<file path="src/rtl/ipd_frame_deframer_top_macros.svh">
// assertion macros used by the deframer parser
`ifndef IPD_FRAME_DEFRAMER_TOP_MACROS_SVH
`define IPD_FRAME_DEFRAMER_TOP_MACROS_SVH

// same-cycle implication, disabled during reset
`define IPD_ASSERT_NOW(label, clk, rst_n, ante, cons, msg) \
    label: assert property (@(posedge clk) disable iff (!rst_n) (ante) |-> (cons)) \
        else $error(msg);

// next-cycle implication, disabled during reset
`define IPD_ASSERT_NEXT(label, clk, rst_n, ante, cons, msg) \
    label: assert property (@(posedge clk) disable iff (!rst_n) (ante) |=> (cons)) \
        else $error(msg);

`endif

</file>
<file path="src/rtl/ipd_pkg.sv">
// types, codes and character constants of the deframer
package ipd_pkg;

    typedef enum logic [2:0] {
        PH_HEADER  = 3'd0,
        PH_COMMA   = 3'd1,
        PH_LENGTH  = 3'd2,
        PH_PAYLOAD = 3'd3,
        PH_TRAILER = 3'd4
    } phase_t;

    localparam logic        CMD_BYTE   = 1'b0;
    localparam logic        CMD_TICK   = 1'b1;
    localparam logic        EV_PAYLOAD = 1'b0;
    localparam logic        EV_DONE    = 1'b1;

    localparam logic [15:0] LIMIT_RESET = 16'd10000;
    localparam logic [2:0]  HDR_LAST    = 3'd4;
    localparam logic [2:0]  TAIL_LAST   = 3'd3;

    localparam logic [7:0]  CH_COMMA = 8'h2C;
    localparam logic [7:0]  CH_COLON = 8'h3A;
    localparam logic [7:0]  CH_ZERO  = 8'h30;
    localparam logic [7:0]  CH_NINE  = 8'h39;

    typedef struct packed {
        logic       command;
        logic [7:0] rx_byte;
    } item_t;

    typedef struct packed {
        logic        event_kind;
        logic [7:0]  payload_byte;
        logic [15:0] frame_length;
        logic        trailer_timed_out;
    } result_t;

    // "+IPD,"
    function automatic logic [7:0] hdr_char(input logic [2:0] pos);
        logic [7:0] c;
        case (pos)
            3'd0:    c = 8'h2B;
            3'd1:    c = 8'h49;
            3'd2:    c = 8'h50;
            3'd3:    c = 8'h44;
            3'd4:    c = 8'h2C;
            default: c = 8'h00;
        endcase
        return c;
    endfunction

    // "OK\r\n"
    function automatic logic [7:0] tail_char(input logic [1:0] pos);
        logic [7:0] c;
        case (pos)
            2'd0:    c = 8'h4F;
            2'd1:    c = 8'h4B;
            2'd2:    c = 8'h0D;
            2'd3:    c = 8'h0A;
            default: c = 8'h00;
        endcase
        return c;
    endfunction

endpackage

</file>
<file path="src/rtl/ipd_if.sv">
// valid/ready channel interfaces for input items and results
interface ipd_in_if;
    logic       valid;
    logic       ready;
    logic       command;
    logic [7:0] rx_byte;

    modport source (output valid, output command, output rx_byte, input ready);
    modport sink   (input valid, input command, input rx_byte, output ready);
endinterface

interface ipd_out_if;
    logic        valid;
    logic        ready;
    logic        event_kind;
    logic [7:0]  payload_byte;
    logic [15:0] frame_length;
    logic        trailer_timed_out;

    modport source (output valid, output event_kind, output payload_byte,
                    output frame_length, output trailer_timed_out, input ready);
    modport sink   (input valid, input event_kind, input payload_byte,
                    input frame_length, input trailer_timed_out, output ready);
endinterface

</file>
<file path="src/rtl/ipd_in_reg.sv">
// input register stage holding one item until the parser takes it
module ipd_in_reg (
    input  logic           clk,
    input  logic           rst_n,
    input  logic           in_valid,
    output logic           in_ready,
    input  ipd_pkg::item_t in_item,
    input  logic           drain_ok,
    output logic           step,
    output ipd_pkg::item_t item
);
    import ipd_pkg::*;

    logic  valid_reg;
    logic  valid_next;
    item_t item_reg;

    assign in_ready = !valid_reg || drain_ok;
    assign step     = valid_reg && drain_ok;
    assign item     = item_reg;

    always_comb
    begin
        valid_next = valid_reg;
        if (in_valid && in_ready)
        begin
            valid_next = 1'b1;
        end
        else if (step)
        begin
            valid_next = 1'b0;
        end
    end

    always_ff @(posedge clk or negedge rst_n)
    begin
        if (!rst_n)
        begin
            valid_reg <= 1'b0;
        end
        else
        begin
            valid_reg <= valid_next;
        end
    end

    always_ff @(posedge clk)
    begin
        if (in_valid && in_ready)
        begin
            item_reg <= in_item;
        end
    end

endmodule

</file>
<file path="src/rtl/ipd_parser.sv">
// frame state machine: header match, length parse, payload count, trailer wait
module ipd_parser (
    input  logic             clk,
    input  logic             rst_n,
    input  logic             cfg_we,
    input  logic [15:0]      cfg_wdata,
    input  logic             step,
    input  ipd_pkg::item_t   item,
    output logic             res_valid,
    output ipd_pkg::result_t result
);
    import ipd_pkg::*;
    `include "ipd_frame_deframer_top_macros.svh"

    phase_t      phase_reg,     phase_next;
    logic [2:0]  match_reg,     match_next;
    logic [15:0] length_reg,    length_next;
    logic        seen_reg,      seen_next;
    logic        closed_reg,    closed_next;
    logic [15:0] remain_reg,    remain_next;
    logic [16:0] count_reg,     count_next;
    logic [15:0] limit_reg;

    logic        is_byte;
    logic [7:0]  b;
    logic [16:0] count_inc;
    logic        counting;
    logic        exceeded;
    logic [15:0] length_mul;
    logic [15:0] remain_dec;
    logic        emit;
    result_t     res;

    assign is_byte    = (item.command == CMD_BYTE);
    assign b          = item.rx_byte;
    assign count_inc  = count_reg + 17'd1;
    assign counting   = (limit_reg != 16'd0);
    assign exceeded   = counting && (count_inc > {1'b0, limit_reg});
    assign length_mul = (length_reg << 3) + (length_reg << 1) + {8'd0, b - CH_ZERO};
    assign remain_dec = remain_reg - 16'd1;

    always_comb
    begin
        phase_next  = phase_reg;
        match_next  = match_reg;
        length_next = length_reg;
        seen_next   = seen_reg;
        closed_next = closed_reg;
        remain_next = remain_reg;
        count_next  = count_reg;
        emit        = 1'b0;
        res         = '0;

        case (phase_reg)
            PH_HEADER:
            begin
                if (is_byte)
                begin
                    if (b == hdr_char(match_reg))
                    begin
                        if (match_reg == HDR_LAST)
                        begin
                            phase_next = PH_COMMA;
                            match_next = 3'd0;
                        end
                        else
                        begin
                            match_next = match_reg + 3'd1;
                        end
                    end
                    else if (match_reg > HDR_LAST)
                    begin
                        match_next = 3'd0;
                    end
                end
            end
            PH_COMMA:
            begin
                if (is_byte && b == CH_COMMA)
                begin
                    phase_next = PH_LENGTH;
                end
            end
            PH_LENGTH:
            begin
                if (is_byte)
                begin
                    if (b == CH_COLON)
                    begin
                        if (length_reg == 16'd0)
                        begin
                            phase_next = PH_TRAILER;
                            match_next = 3'd0;
                            count_next = 17'd0;
                        end
                        else
                        begin
                            remain_next = length_reg;
                            phase_next  = PH_PAYLOAD;
                        end
                    end
                    else if (b inside {[CH_ZERO:CH_NINE]})
                    begin
                        if (!closed_reg)
                        begin
                            length_next = length_mul;
                            seen_next   = 1'b1;
                        end
                    end
                    else if (seen_reg)
                    begin
                        closed_next = 1'b1;
                    end
                end
            end
            PH_PAYLOAD:
            begin
                if (is_byte)
                begin
                    emit             = 1'b1;
                    res.event_kind   = EV_PAYLOAD;
                    res.payload_byte = b;
                    remain_next      = remain_dec;
                    if (remain_dec == 16'd0)
                    begin
                        phase_next = PH_TRAILER;
                        match_next = 3'd0;
                        count_next = 17'd0;
                    end
                end
            end
            PH_TRAILER:
            begin
                if (is_byte && b == tail_char(match_reg[1:0]))
                begin
                    if (match_reg[1:0] == TAIL_LAST[1:0])
                    begin
                        emit             = 1'b1;
                        res.event_kind   = EV_DONE;
                        res.frame_length = length_reg;
                    end
                    else
                    begin
                        match_next = match_reg + 3'd1;
                    end
                end
                else if (counting)
                begin
                    count_next = count_inc;
                    if (exceeded)
                    begin
                        emit                  = 1'b1;
                        res.event_kind        = EV_DONE;
                        res.frame_length      = length_reg;
                        res.trailer_timed_out = 1'b1;
                    end
                end
                if (emit)
                begin
                    phase_next  = PH_HEADER;
                    match_next  = 3'd0;
                    length_next = 16'd0;
                    seen_next   = 1'b0;
                    closed_next = 1'b0;
                    remain_next = 16'd0;
                    count_next  = 17'd0;
                end
            end
            default:
            begin
                if (is_byte)
                begin
                    phase_next  = PH_HEADER;
                    match_next  = 3'd0;
                    length_next = 16'd0;
                    seen_next   = 1'b0;
                    closed_next = 1'b0;
                    remain_next = 16'd0;
                    count_next  = 17'd0;
                end
            end
        endcase
    end

    assign res_valid = step && emit;
    assign result    = res;

    always_ff @(posedge clk or negedge rst_n)
    begin
        if (!rst_n)
        begin
            phase_reg  <= PH_HEADER;
            match_reg  <= 3'd0;
            length_reg <= 16'd0;
            seen_reg   <= 1'b0;
            closed_reg <= 1'b0;
            remain_reg <= 16'd0;
            count_reg  <= 17'd0;
        end
        else if (step)
        begin
            phase_reg  <= phase_next;
            match_reg  <= match_next;
            length_reg <= length_next;
            seen_reg   <= seen_next;
            closed_reg <= closed_next;
            remain_reg <= remain_next;
            count_reg  <= count_next;
        end
    end

    always_ff @(posedge clk or negedge rst_n)
    begin
        if (!rst_n)
        begin
            limit_reg <= LIMIT_RESET;
        end
        else if (cfg_we)
        begin
            limit_reg <= cfg_wdata;
        end
    end

    `IPD_ASSERT_NOW(a_payload_nonzero, clk, rst_n, phase_reg == PH_PAYLOAD,
        remain_reg != 16'd0, "payload phase with no bytes remaining")
    `IPD_ASSERT_NOW(a_header_pos, clk, rst_n, phase_reg == PH_HEADER,
        match_reg <= HDR_LAST, "header match position out of range")
    `IPD_ASSERT_NOW(a_count_idle, clk, rst_n, phase_reg != PH_TRAILER,
        count_reg == 17'd0, "timeout count nonzero outside trailer wait")
    `IPD_ASSERT_NEXT(a_done_clears, clk, rst_n, res_valid && result.event_kind == EV_DONE,
        phase_reg == PH_HEADER && length_reg == 16'd0, "frame end did not clear state")

endmodule

</file>
<file path="src/rtl/ipd_out_reg.sv">
// result register feeding the output channel
module ipd_out_reg (
    input  logic             clk,
    input  logic             rst_n,
    input  logic             load,
    input  ipd_pkg::result_t result,
    output logic             drain_ok,
    output logic             out_valid,
    input  logic             out_ready,
    output ipd_pkg::result_t out_result
);
    import ipd_pkg::*;

    logic    valid_reg;
    logic    valid_next;
    result_t result_reg;

    assign drain_ok   = !valid_reg || out_ready;
    assign out_valid  = valid_reg;
    assign out_result = result_reg;

    always_comb
    begin
        valid_next = valid_reg;
        if (load)
        begin
            valid_next = 1'b1;
        end
        else if (out_ready)
        begin
            valid_next = 1'b0;
        end
    end

    always_ff @(posedge clk or negedge rst_n)
    begin
        if (!rst_n)
        begin
            valid_reg <= 1'b0;
        end
        else
        begin
            valid_reg <= valid_next;
        end
    end

    always_ff @(posedge clk)
    begin
        if (load)
        begin
            result_reg <= result;
        end
    end

endmodule

</file>
<file path="src/rtl/ipd_frame_deframer_top.sv">
// path: each input item is held in the input register, and its result is registered in the result register
// throughput: one input item per cycle while the result register is empty or being taken, one result per cycle at most
// both stages advance together whenever the result register is empty or being taken
// reset: asynchronous active-low rst_n empties both stages, returns to header wait
// and loads the trailer timeout limit with 10000
module ipd_frame_deframer_top (
    input  logic        clk,
    input  logic        rst_n,
    ipd_in_if.sink      in_ch,
    ipd_out_if.source   out_ch,
    input  logic        cfg_we,
    input  logic [15:0] cfg_wdata
);
    import ipd_pkg::*;

    item_t   in_item;
    item_t   item;
    logic    step;
    logic    drain_ok;
    logic    res_valid;
    result_t result;
    result_t out_result;

    assign in_item.command = in_ch.command;
    assign in_item.rx_byte = in_ch.rx_byte;

    ipd_in_reg u_in_reg (
        .clk      (clk),
        .rst_n    (rst_n),
        .in_valid (in_ch.valid),
        .in_ready (in_ch.ready),
        .in_item  (in_item),
        .drain_ok (drain_ok),
        .step     (step),
        .item     (item)
    );

    ipd_parser u_parser (
        .clk       (clk),
        .rst_n     (rst_n),
        .cfg_we    (cfg_we),
        .cfg_wdata (cfg_wdata),
        .step      (step),
        .item      (item),
        .res_valid (res_valid),
        .result    (result)
    );

    ipd_out_reg u_out_reg (
        .clk        (clk),
        .rst_n      (rst_n),
        .load       (res_valid),
        .result     (result),
        .drain_ok   (drain_ok),
        .out_valid  (out_ch.valid),
        .out_ready  (out_ch.ready),
        .out_result (out_result)
    );

    assign out_ch.event_kind        = out_result.event_kind;
    assign out_ch.payload_byte      = out_result.payload_byte;
    assign out_ch.frame_length      = out_result.frame_length;
    assign out_ch.trailer_timed_out = out_result.trailer_timed_out;

endmodule

</file>
<file path="src/flat_wrapper.sv">
// flat-port wrapper written by rule: the top's interface ports become plain ports
module ipd_frame_deframer_top_flat import ipd_pkg::*;
  (clk, rst_n, cfg_we, cfg_wdata, in_ch_valid, in_ch_command, in_ch_rx_byte, in_ch_ready, out_ch_valid, out_ch_event_kind, out_ch_payload_byte, out_ch_frame_length, out_ch_trailer_timed_out, out_ch_ready);
  ipd_in_if in_ch_i ();
  ipd_out_if out_ch_i ();
  input  logic clk;
  input  logic rst_n;
  input  logic cfg_we;
  input  logic [15:0] cfg_wdata;
  input wire logic [$bits(in_ch_i.valid)-1:0] in_ch_valid;
  input wire logic [$bits(in_ch_i.command)-1:0] in_ch_command;
  input wire logic [$bits(in_ch_i.rx_byte)-1:0] in_ch_rx_byte;
  output wire logic [$bits(in_ch_i.ready)-1:0] in_ch_ready;
  output wire logic [$bits(out_ch_i.valid)-1:0] out_ch_valid;
  output wire logic [$bits(out_ch_i.event_kind)-1:0] out_ch_event_kind;
  output wire logic [$bits(out_ch_i.payload_byte)-1:0] out_ch_payload_byte;
  output wire logic [$bits(out_ch_i.frame_length)-1:0] out_ch_frame_length;
  output wire logic [$bits(out_ch_i.trailer_timed_out)-1:0] out_ch_trailer_timed_out;
  input wire logic [$bits(out_ch_i.ready)-1:0] out_ch_ready;
  assign in_ch_i.valid = in_ch_valid;
  assign in_ch_i.command = in_ch_command;
  assign in_ch_i.rx_byte = in_ch_rx_byte;
  assign in_ch_ready = in_ch_i.ready;
  assign out_ch_valid = out_ch_i.valid;
  assign out_ch_event_kind = out_ch_i.event_kind;
  assign out_ch_payload_byte = out_ch_i.payload_byte;
  assign out_ch_frame_length = out_ch_i.frame_length;
  assign out_ch_trailer_timed_out = out_ch_i.trailer_timed_out;
  assign out_ch_i.ready = out_ch_ready;
  ipd_frame_deframer_top u_core (.clk(clk), .rst_n(rst_n), .in_ch(in_ch_i), .out_ch(out_ch_i), .cfg_we(cfg_we), .cfg_wdata(cfg_wdata));
endmodule
</file>
<file path="config.mk">
export PLATFORM = sky130hd
export DESIGN_NAME = ipd_frame_deframer_top_flat
export DESIGN_NICKNAME = d
export VERILOG_FILES = /design/src/rtl/ipd_pkg.sv /design/src/rtl/ipd_if.sv /design/src/rtl/ipd_in_reg.sv /design/src/rtl/ipd_parser.sv /design/src/rtl/ipd_out_reg.sv /design/src/rtl/ipd_frame_deframer_top.sv /design/src/flat_wrapper.sv
export VERILOG_INCLUDE_DIRS = /design/src /design/src/rtl
export SDC_FILE = /design/constraint.sdc
export NUM_CORES = 1
export LEC_CHECK = 0
export ABC_AREA = 1
export ABC_CLOCK_PERIOD_IN_PS = 4400
export BUFFER_PORTS_ARGS = -buffer_cell sky130_fd_sc_hd__clkbuf_2
export CAP_MARGIN = 10
export CORE_MARGIN = 4
export CORE_UTILIZATION = 35
export DETAILED_ROUTE_END_ITERATION = 6
export PLACE_DENSITY = 0.56
export SYNTH_ARGS = -nofsm -noshare
export SYNTH_HDL_FRONTEND = slang
export SYNTH_SLANG_ARGS = --single-unit
</file>
<file path="constraint.sdc">
create_clock -name clk -period 4.4 [get_ports clk]
set_clock_uncertainty 0.15 [all_clocks]
set_input_delay 0.88 -clock clk [delete_from_list [all_inputs] [get_ports clk]]
set_output_delay 0.88 -clock clk [all_outputs]
set_load 0.005 [all_outputs]
</file>
==> results of run 1 <==
==> layer usage <==
layer  vias to the layer above  part of all wire, %  global-route usage [%]
met5                         -                    0                       0
met1                      2905                   49                    21.9
met3                        11                  3.5                    2.85
met2                       119                   47                    25.3
li1                       3298                    -                       -
met4                         0                 0.59                    2.82
==> power by group through the flow <==
stage          Clock (mW)  Combinational [mW]  Sequential (mW)
2_1_floorplan           0              0.0885             1.11
3_3_place_gp            0               0.139             1.11
3_5_place_dp            0               0.140             1.11
4_1_cts             0.852               0.141             1.09
5_1_grt             0.895               0.162             1.10
6_report            0.821               0.138             1.09
==> cell families (layout without fill, tap and decap cells) <==
logic type / after synthesis / after routing / synth area share [%]
buffers and inverters: 164 / 222 / 8.92
flip-flops: 110 / 110 / 39.0
XOR/XNOR: 28 / 28 / 3.26
AO/OA/AOI/OAI: 90 / 90 / 6.68
adder cells (fa/ha/maj): 56 / 56 / 9.92
AND/OR/NAND/NOR: 544 / 544 / 32.2
==> how the worst max path moves through the flow <==
stage / from / to / slack [ns] / cells after the start
final: u_core.u_parser.count_reg[0]$_DFFE_PN0P_ / u_core.u_out_reg.out_result[7]$_SDFFCE_PN0P_ / 0.49 / 21
after global routing: u_core.u_parser.count_reg[0]$_DFFE_PN0P_ / u_core.u_out_reg.out_result[7]$_SDFFCE_PN0P_ / 0.14 / 24
after CTS: u_core.u_parser.count_reg[0]$_DFFE_PN0P_ / u_core.u_out_reg.out_result[15]$_SDFFCE_PN0P_ / 0.47 / 21
after detailed placement: u_core.u_parser.count_reg[0]$_DFFE_PN0P_ / u_core.u_out_reg.out_result[7]$_SDFFCE_PN0P_ / 0.49 / 21
after global placement: u_core.u_parser.count_reg[0]$_DFFE_PN0P_ / u_core.u_out_reg.out_result[7]$_SDFFCE_PN0P_ / 0.61 / 23
after floorplan: u_core.u_parser.count_reg[0]$_DFFE_PN0P_ / u_core.u_out_reg.out_result[0]$_SDFFCE_PP0P_ / 0.80 / 22
==> cell type report <==
class / instances / area, sq um
clock buffer: 9 / 225
clock inverter: 7 / 68.8
fill: 2219 / 12700
inverter: 142 / 533
multi-input combinational: 718 / 3910
sequential: 110 / 2930
tap: 275 / 344
timing repair buffer: 64 / 340
==> critical path, stage by stage (launching register included) <==
cell	delay (ns)
dfrtp_1	0.42
ha_1	0.23
nand3_2	0.14
nor3_4	0.20
nand3_1	0.15
nor2_1	0.17
xor2_1	0.20
inv_1	0.07
ha_1	0.29
nand2_1	0.06
nor2_1	0.15
nand2_1	0.07
nand2_1	0.05
nand2_1	0.04
nand3_1	0.16
nand3_4	0.13
nand2_1	0.10
nand2_2	0.05
nand2_1	0.06
nand2_1	0.08
inv_1	0.22
buf_4	0.37
==> Yosys cell counts, types with 5 or more instances <==
| master | n |
|---|---|
| dfstp_2 | 5 |
| fa_1 | 6 |
| nand3_1 | 58 |
| inv_1 | 136 |
| nor2_2 | 6 |
| nand4_1 | 34 |
| buf_2 | 5 |
| xnor2_1 | 7 |
| o21bai_1 | 5 |
| nand2_1 | 283 |
| dfrtp_1 | 70 |
| o21ai_0 | 31 |
| nor2_1 | 118 |
| nor3_1 | 12 |
| nand2_2 | 5 |
| a21oi_1 | 29 |
| edfxtp_1 | 35 |
| buf_4 | 5 |
| xor2_1 | 21 |
| inv_2 | 6 |
| clkbuf_1 | 8 |
| ha_1 | 50 |
| o22ai_1 | 10 |
==> qor.txt, run 1 <==
Hold-fix buffers at CTS = 0
Commonest non-fill, non-tap cell in the layout = nand2_1
Worst rel slew slack = 32.2%
Placed cells = 1,309
Via count = 6,333
Setup Crit Path Kind = reg -> reg
HP Start = u_core.u_parser.closed_reg$_DFFE_PN0P_
Synth area leader = dfrtp_1
P&R area growth vs syn = 11.2%
Mean Syn Cell Area = 7.58 sq um
RePlAce Congestion = 0.830
First-pass GRT wire length = 30,800 um
Clock share of power = 40.0%
Hold Path Sink = u_core.u_parser.closed_reg$_DFFE_PN0P_
Clock Latency Late Sink = 0.36 ns
Antenna-violating nets left = 0
Seq/Total Area, Yosys = 39.0%
Post-Route WL = 18,100 um
Yosys warns = 0
Reg2Reg Depth = 21
GRT overflow = 0
R2r endpoint = u_core.u_out_reg.out_result[7]$_SDFFCE_PN0P_
Clock slew at reported path FFs = 0.08 ns
Initial Utilization = 35.6%
Max-cap violations = 0
Largest net degree at the start of global routing = 76
Post-CTS Setup Inserts = 0
Post-Place Setup Slack = 0.492 ns
Distinct cells, synth = 42
Critical path endpoint category = flop
Inserted Diodes = 0
Routed WL per cell = 13.7 um
Outcome = completed
Final core utilization = 39.6%
First drt pass iteration count = 5
Worst hold stages = 2
Share of cells above drive strength 1 = 11.3%
Syn_nets = 1,078
Final Setup Violations = 0
Total CTS buffers = 9
Initial antenna violation count = 0
Post-CTS sizing = 0
Worst min-delay path class = reg -> reg
DR iter-0 viols = 443
Worst VDD drop = 167 uV
CTS tree = yes
Pint = 1.52 mW
Post-DP Area = 8060 sq um
Hold Violations, Final = 0
Overall Global Routing Usage = 15.5%
Critical path peak fanout = 21
Die Span Y = 155 um
Setup TNS = 0 ns
CTS Sinks = 110
Max Buffers Root-to-Sink = 2
Non-filler cells, final = 1,325
Final Cell Area = 8360 sq um
FMAX = 256 MHz
Min Tclk post-route = 3.91 ns
Chip width = 155 um
PwrDens = 246 nW/um^2
Post-detail-place hpwl = 13,600 um
Core area = 21,100 sq um
WP data arrival = 3.79 ns
Gate Count Post-Synth = 992
Asr flop ratio synth = 68.2%
Via-to-Cell Ratio = 4.78
EDFF count, synth = 35
Combinational share of power = 6.7%
Die Area = 23,900 sq um
Syn Std Cell Area = 7520 sq um
R2R Path Start = u_core.u_parser.count_reg[0]$_DFFE_PN0P_
Post-synth top area share = 23.3%
CP Launch Type = flop
DRC viols = 0
Flop pwr share = 53.3%
WP data required = 4.28 ns
Final Max Tran Viols = 0
H-tree depth = 3
R2R setup slack = 0.49 ns
I/O pin total = 58
Ys flop type = dfrtp_1
Yosys reg bits = 110
Site row count = 53
Worst setup margin = 0.495 ns
Static leakage = 4.30 nW
Fin nets = 1,131
Unrepaired setup endpoints after global routing = false
Number of global-route vias before repair = 6,046
Transition time of the tightest slew-check pin = 1.02 ns
Min Hold Slack = 0.335 ns
Port Buffers = 57
Period utilization = 88.8%
Overall Power = 2.05 mW
Most frequent cells in the layout = nand2_1 (283), inv_1 (136), nor2_1 (118)
Main area contributors after synthesis = dfrtp_1 (23%), nand2_1 (14%), edfxtp_1 (14%)
Max FFs per register = 26
Net Sw Power = 531 uW
Sw frac = 25.9%
CTS root buf = clkbuf_16
(Power assumes the default switching activity.)
==> run 2: changes to the inputs <==
--- a/config.mk
+++ b/config.mk
@@ -10,7 +10,7 @@
 export ABC_CLOCK_PERIOD_IN_PS = 4400
 export BUFFER_PORTS_ARGS = -buffer_cell sky130_fd_sc_hd__clkbuf_2
 export CAP_MARGIN = 10
-export CORE_MARGIN = 4
+export CORE_MARGIN = 2
 export CORE_UTILIZATION = 35
 export DETAILED_ROUTE_END_ITERATION = 6
 export PLACE_DENSITY = 0.56
==> run 2 against run 1 <==
Compared with the run above: first-iteration DRC count shrank 19%; non-clock buffer count is 2 higher; flip-flop and latch count unchanged; core utilization grew 0.30 points; largest power group unchanged.
==> qor.txt, run 2 (synthesized netlist as in run 1, its figures left out) <==
Number of global-route vias before repair = 5,979
Crit path largest cell delay = 0.43 ns
Core area = 21,000 sq um
Total CTS buffers = 9
Critical path endpoint category = flop
Worst VDD drop = 153 uV
CP most frequent cell = nand2_1
Port Buffers = 57
WP buf/inv = 4
Clock slew at reported path FFs = 0.08 ns
Period utilization = 89.0%
H-tree depth = 3
Chip width = 151 um
Post-detail-place hpwl = 13,700 um
First drt pass iteration count = 5
Final Cell Area = 8390 sq um
Most frequent cells in the layout = nand2_1 (283), inv_1 (135), nor2_1 (118)
Worst setup path startpoint = u_core.u_parser.count_reg[0]$_DFFE_PN0P_
Inserted Diodes = 0
FMAX = 255 MHz
DR iter-0 viols = 358
Cell family with most CP delay = simple AND/OR/NAND/NOR gates
Fin nets = 1,134
Min Tclk post-route = 3.91 ns
CP Launch Type = flop
Worst path slowest cell = dfrtp_1
Worst rel slew slack = 30.9%
Static leakage = 4.31 nW
Initial Utilization = 35.8%
Overall Global Routing Usage = 16.6%
Placed cells = 1,309
Final Setup Violations = 0
M1 wire length = 9140 um
WP data arrival = 3.87 ns
CP cell instances = ha_1 > nand3_2 > nor3_4 > nand3_1 > nor2_1 > nand3_1 > xor2_1 > inv_1 > ha_1 > nand2_1 > nor2_1 > nand3_1 > nor4_1 > nand2_1 > nand2_1 > inv_2 > nand3_4 > nand2_1 > nand2_2 > nand2_1 > nand2_1 > clkinvlp_4 > buf_4
Site row count = 53
Setup TNS = 0 ns
Final Max Tran Viols = 0
Initial antenna violation count = 0
PwrDens = 246 nW/um^2
Unrepaired setup endpoints after global routing = false
DRC viols = 0
Via count = 6,313
R2R Path Start = u_core.u_parser.count_reg[0]$_DFFE_PN0P_
Die Span Y = 151 um
Via-to-Cell Ratio = 4.75
Setup Crit Path Kind = reg -> reg
I/O pin total = 58
Non-filler cells, final = 1,328
Routed WL per cell = 13.8 um
P&R area growth vs syn = 11.7%
Worst min-delay path class = reg -> reg
Commonest non-fill, non-tap cell in the layout = nand2_1
Max Buffers Root-to-Sink = 2
Largest net degree at the start of global routing = 52
Met2 wire len = 8510 um
Max-cap violations = 0
Die Area = 22,700 sq um
Clock Latency Late Sink = 0.37 ns
WP data required = 4.36 ns
CTS root buf = clkbuf_16
Critical path peak fanout = 15
Transition time of the tightest slew-check pin = 1.04 ns
CTS Sinks = 110
First-pass GRT wire length = 29,800 um
HP Start = u_core.u_parser.closed_reg$_DFFE_PN0P_
Share of cells above drive strength 1 = 11.6%
Hold Violations, Final = 0
Post-DP Area = 8060 sq um
Post-Route WL = 18,300 um
GRT overflow = 0
Met3 Wirelength = 480 um
Max FFs per register = 26
Outcome = completed
Antenna-violating nets left = 0
CTS tree = yes
RePlAce Congestion = 0.853
Uppermost routed layer = met4
Hold-fix buffers at CTS = 0
run 2: changes by cell type in the layout (fill, tap and decap cells not counted):
cell        before  now
nand3_2          3    4
inv_8            1    0
clkbuf_1         0    1
inv_1          136  135
clkbuf_16        9   10
clkinvlp_4       2    1
inv_4            0    1
buf_4            8   10
run 2: power by group:
| group | internal (mW) | leakage (nW) | switching (mW) |
|---|---|---|---|
| sequential | 1.08 | 1.39 | 0.0169 |
| combinational | 0.0480 | 2.77 | 0.0923 |
| clock | 0.430 | 0.149 | 0.404 |
| total | 1.55 | 4.31 | 0.513 |
run 2: layout make-up:
type / count / area [sq um]
Multi-Input combinational cell: 719 / 3920
Inverter: 142 / 537
Tap cell: 275 / 344
Fill cell: 2168 / 12600
Clock inverter: 5 / 48.8
Sequential cell: 110 / 2930
Clock buffer: 11 / 254
Timing Repair Buffer: 66 / 355
run 2: worst paths after layout:
check	end	slack (ns)	cells after the start
setup reg to reg	u_core.u_out_reg.out_result[6]$_SDFFCE_PN0P_	0.49	23
hold / removal	u_core.u_parser.closed_reg$_DFFE_PN0P_	0.33	2
hold reg to reg	u_core.u_parser.closed_reg$_DFFE_PN0P_	0.33	2
max in group asynchronous	u_core.u_parser.phase_reg[1]$_DFFE_PN0P_	2.89	2
min in group asynchronous	u_core.u_parser.remain_reg[13]$_DFFE_PN0P_	0.40	1
setup / recovery	u_core.u_out_reg.out_result[6]$_SDFFCE_PN0P_	0.49	23
run 2: through the flow:
stage               utilization [%]  hold WS (ns)  total power, mW  worst slack [ns]
floorplan                         -         0.286             1.20             0.795
global placement               38.4         0.315             1.26             0.474
detailed placement             38.4         0.316             1.26             0.357
CTS                            39.8         0.334             2.10             0.301
global route                   39.9         0.349             2.16           0.00483
finish                         39.9         0.335             2.07             0.486
run 2: worst min-delay path, cell delays in order, from the launching register on:
cell and delay [ns]:
dfrtp_1 0.35, nand2_1 0.05, nand2_1 0.05
run 2: what timing repair did:
action	4_1_cts	5_1_grt
resized for setup	0	1
endpoints found under the setup margin	0	46
buffers inserted	0	2
run 2: metal layers:
layer | global-route usage (%) | up-vias
li1 | - | 3309
met1 | 23.4 | 2913
met2 | 26.7 | 76
met3 | 2.27 | 15
met4 | 4.62 | 0
met5 | 0 | -
==> run 3: changes to the inputs <==
--- a/config.mk
+++ b/config.mk
@@ -6,13 +6,13 @@
 export SDC_FILE = /design/constraint.sdc
 export NUM_CORES = 1
 export LEC_CHECK = 0
-export ABC_AREA = 1
 export ABC_CLOCK_PERIOD_IN_PS = 4400
 export BUFFER_PORTS_ARGS = -buffer_cell sky130_fd_sc_hd__clkbuf_2
 export CAP_MARGIN = 10
 export CORE_MARGIN = 2
 export CORE_UTILIZATION = 35
 export DETAILED_ROUTE_END_ITERATION = 6
+export HOLD_SLACK_MARGIN = 0.15
 export PLACE_DENSITY = 0.56
 export SYNTH_ARGS = -nofsm -noshare
 export SYNTH_HDL_FRONTEND = slang
==> run 3 against run 2 <==
Compared with the run above: synthesized area decreased by 4.0%; register-to-register slack worse by 0.25 ns; sequential power about the same; die area decreased by 3.9%; via count is 7.3% lower; clock power down 6.5%; final cell count is 18% lower; routed wire length decreased by 2.2%; flip-flop and latch count unchanged; critical path type unchanged; largest cell class unchanged; highest routed layer unchanged.
==> qor.txt, run 3 <==
Outcome = completed
Share of cells above drive strength 1 = 15.2%
Static leakage = 3.56 nW
Inserted Diodes = 0
Post-DP Area = 7850 sq um
Final Setup Violations = 0
Most frequent cell after synthesis = dfrtp_1
Gate Count Post-Synth = 762
Top post-synthesis cells by count = dfrtp_1 (70), o21ai_0 (62), inv_1 (59)
Max Buffers Root-to-Sink = 2
Pint = 1.51 mW
Post-Route WL = 17,900 um
Worst rel slew slack = 34.1%
Final Cell Area = 8140 sq um
WP buf/inv = 2
Worst min-delay path class = reg -> reg
Largest net degree at the start of global routing = 76
GR Layer Usage met2 = 26.5%
GRT overflow = 0
Distinct cells, synth = 72
Post-synth top area share = 24.3%
PwrDens = 244 nW/um^2
Port Buffers = 57
Flop pwr share = 54.9%
Site row count = 52
Seq/Total Area, Yosys = 40.7%
Cell family with most CP delay = simple AND/OR/NAND/NOR gates
Ys flop type = dfrtp_1
Min Hold Slack = 0.366 ns
Min Tclk post-route = 4.16 ns
Total CTS buffers = 9
Critical path endpoint category = flop
Setup Crit Path Kind = reg -> reg
DR iter-0 viols = 383
Final Max Tran Viols = 0
Routed WL per cell = 16.5 um
Via count = 5,855
CP cell instances = ha_1 > nand3_2 > nor4_4 > inv_1 > nor2_1 > nand3_1 > xnor2_1 > ha_1 > nand4_1 > nor4_2 > nand4_1 > and3_1 > a211o_2 > nand3b_1 > buf_4 > mux2_2
Syn Std Cell Area = 7210 sq um
CTS tree = yes
Commonest non-fill, non-tap cell in the layout = dfrtp_1
RePlAce Congestion = 0.827
EDFF count, synth = 35
Clock slew at reported path FFs = 0.08 ns
Sw frac = 24.2%
Die Span Y = 148 um
Fillers = 2,014
Hold-fix buffers at CTS = 0
Worst path slowest cell = a211o_2
Yosys reg bits = 110
DRC viols = 0
Combinational share of power = 5.9%
Period utilization = 94.6%
Overall Global Routing Usage = 17.0%
FMAX = 240 MHz
Yosys warns = 0
Syn_nets = 848
GRT busiest layer = met2
GR Util met1 = 24.3%
CP Launch Type = flop
Hold Violations, Final = 0
Worst VDD drop = 176 uV
Max FFs per register = 26
Crit path largest cell delay = 0.41 ns
CTS root buf = clkbuf_16
Asr flop ratio synth = 68.2%
Clock Latency Late Sink = 0.36 ns
Main area contributors after synthesis = dfrtp_1 (24%), edfxtp_1 (15%), ha_1 (8.7%)
WP data arrival = 4.25 ns
Chip width = 148 um
Most frequent cells in the layout = dfrtp_1 (70), o21ai_0 (62), inv_1 (59)
Transition time of the tightest slew-check pin = 0.988 ns
Post-Place Setup Slack = 0.0837 ns
Fin nets = 897
Via-to-Cell Ratio = 5.39
Mean Syn Cell Area = 9.47 sq um
Max-cap violations = 0
I/O pin total = 58
Synth area leader = dfrtp_1
Die Area = 21,800 sq um
GR Util met3 = 2.99%
Initial Utilization = 35.7%
Core area = 20,200 sq um
H-tree depth = 3
Post-detail-place hpwl = 13,100 um
Number of global-route vias before repair = 5,509
CTS Sinks = 110
Initial antenna violation count = 0
Worst setup margin = 0.237 ns
Antenna-violating nets left = 0
First drt pass iteration count = 7
WP data required = 4.49 ns
Net Sw Power = 481 uW
First-pass GRT wire length = 29,500 um
Clock share of power = 39.2%
P&R area growth vs syn = 12.9%
Critical path peak fanout = 6
R2R setup slack = 0.24 ns
==> run 3: kinds of logic after synthesis <==
logic type / after synthesis / synth area share, %
xor gates and xnor gates: 29 / 3.52
AOI/OAI and AO/OA: 205 / 19.5
adders and majority gates: 56 / 10.3
buffers and inverters: 99 / 5.29
muxes: 12 / 1.82
DFF: 110 / 40.7
and+or+nand+nor: 251 / 18.8
==> run 3: area by class of cell <==
class	count	area (sq um)	area share, %
flip-flops and latches	110	2930	36.0
clock inverters	6	45.0	0.553
well taps	270	338	4.15
inverters	59	221	2.72
repair buffers	78	458	5.62
clock buffers	10	229	2.81
multi-input cells	553	3920	48.1
==> run 3: path summary, 6_finish.rpt <==
check / cells past startpoint / endpoint / from
min in group asynchronous: 1 / u_core.u_parser.count_reg[11]$_DFFE_PN0P_ / rst_n
setup / recovery: 16 / u_core.u_parser.remain_reg[15]$_DFFE_PN0P_ / u_core.u_parser.count_reg[1]$_DFFE_PN0P_
hold / removal: 2 / u_core.u_parser.seen_reg$_DFFE_PN0P_ / u_core.u_parser.seen_reg$_DFFE_PN0P_
setup reg to reg: 16 / u_core.u_parser.remain_reg[15]$_DFFE_PN0P_ / u_core.u_parser.count_reg[1]$_DFFE_PN0P_
max in group asynchronous: 1 / u_core.u_parser.remain_reg[9]$_DFFE_PN0P_ / rst_n
hold reg to reg: 2 / u_core.u_parser.seen_reg$_DFFE_PN0P_ / u_core.u_parser.seen_reg$_DFFE_PN0P_
==> run 3: power by group through the flow <==
stage	Combinational [mW]	Clock [mW]	Sequential [mW]
global route	0.136	0.843	1.10
finish	0.116	0.780	1.09
detailed placement	0.118	0	1.11
floorplan	0.0742	0	1.10
CTS	0.119	0.798	1.09
global placement	0.117	0	1.11
==> run 3: metal layers <==
layer  vias to the layer above  share of wire [%]
met2                       139                 46
met3                        19                4.7
met4                         0                1.6
met1                      2798                 48
met5                         -                  0
li1                       2899                  -
==> run 3: tightest hold or removal path: stages, from the launching register on <==
cell	delay (ns)
dfrtp_1	0.34
o21ai_0	0.07
nand2_1	0.07
==> run 3: timing repair <==
action                     in CTS  in global routing
resized for setup               0                  3
buffers inserted                0                  1
setup endpoints to repair       0                 61
hold endpoints to repair        0                  0
==> run 3: per-stage QoR <==
stage / power (mW) / util, % / std cells / TNS [ns]
floorplan: 1.18 / - / 762 / 0
global placement: 1.23 / 38.8 / 1069 / 0
detailed placement: 1.23 / 38.8 / 1069 / 0
CTS: 2.01 / 40.1 / 1085 / 0
global route: 2.07 / 40.2 / 1086 / -2.81
finish: 1.99 / 40.2 / 1086 / 0
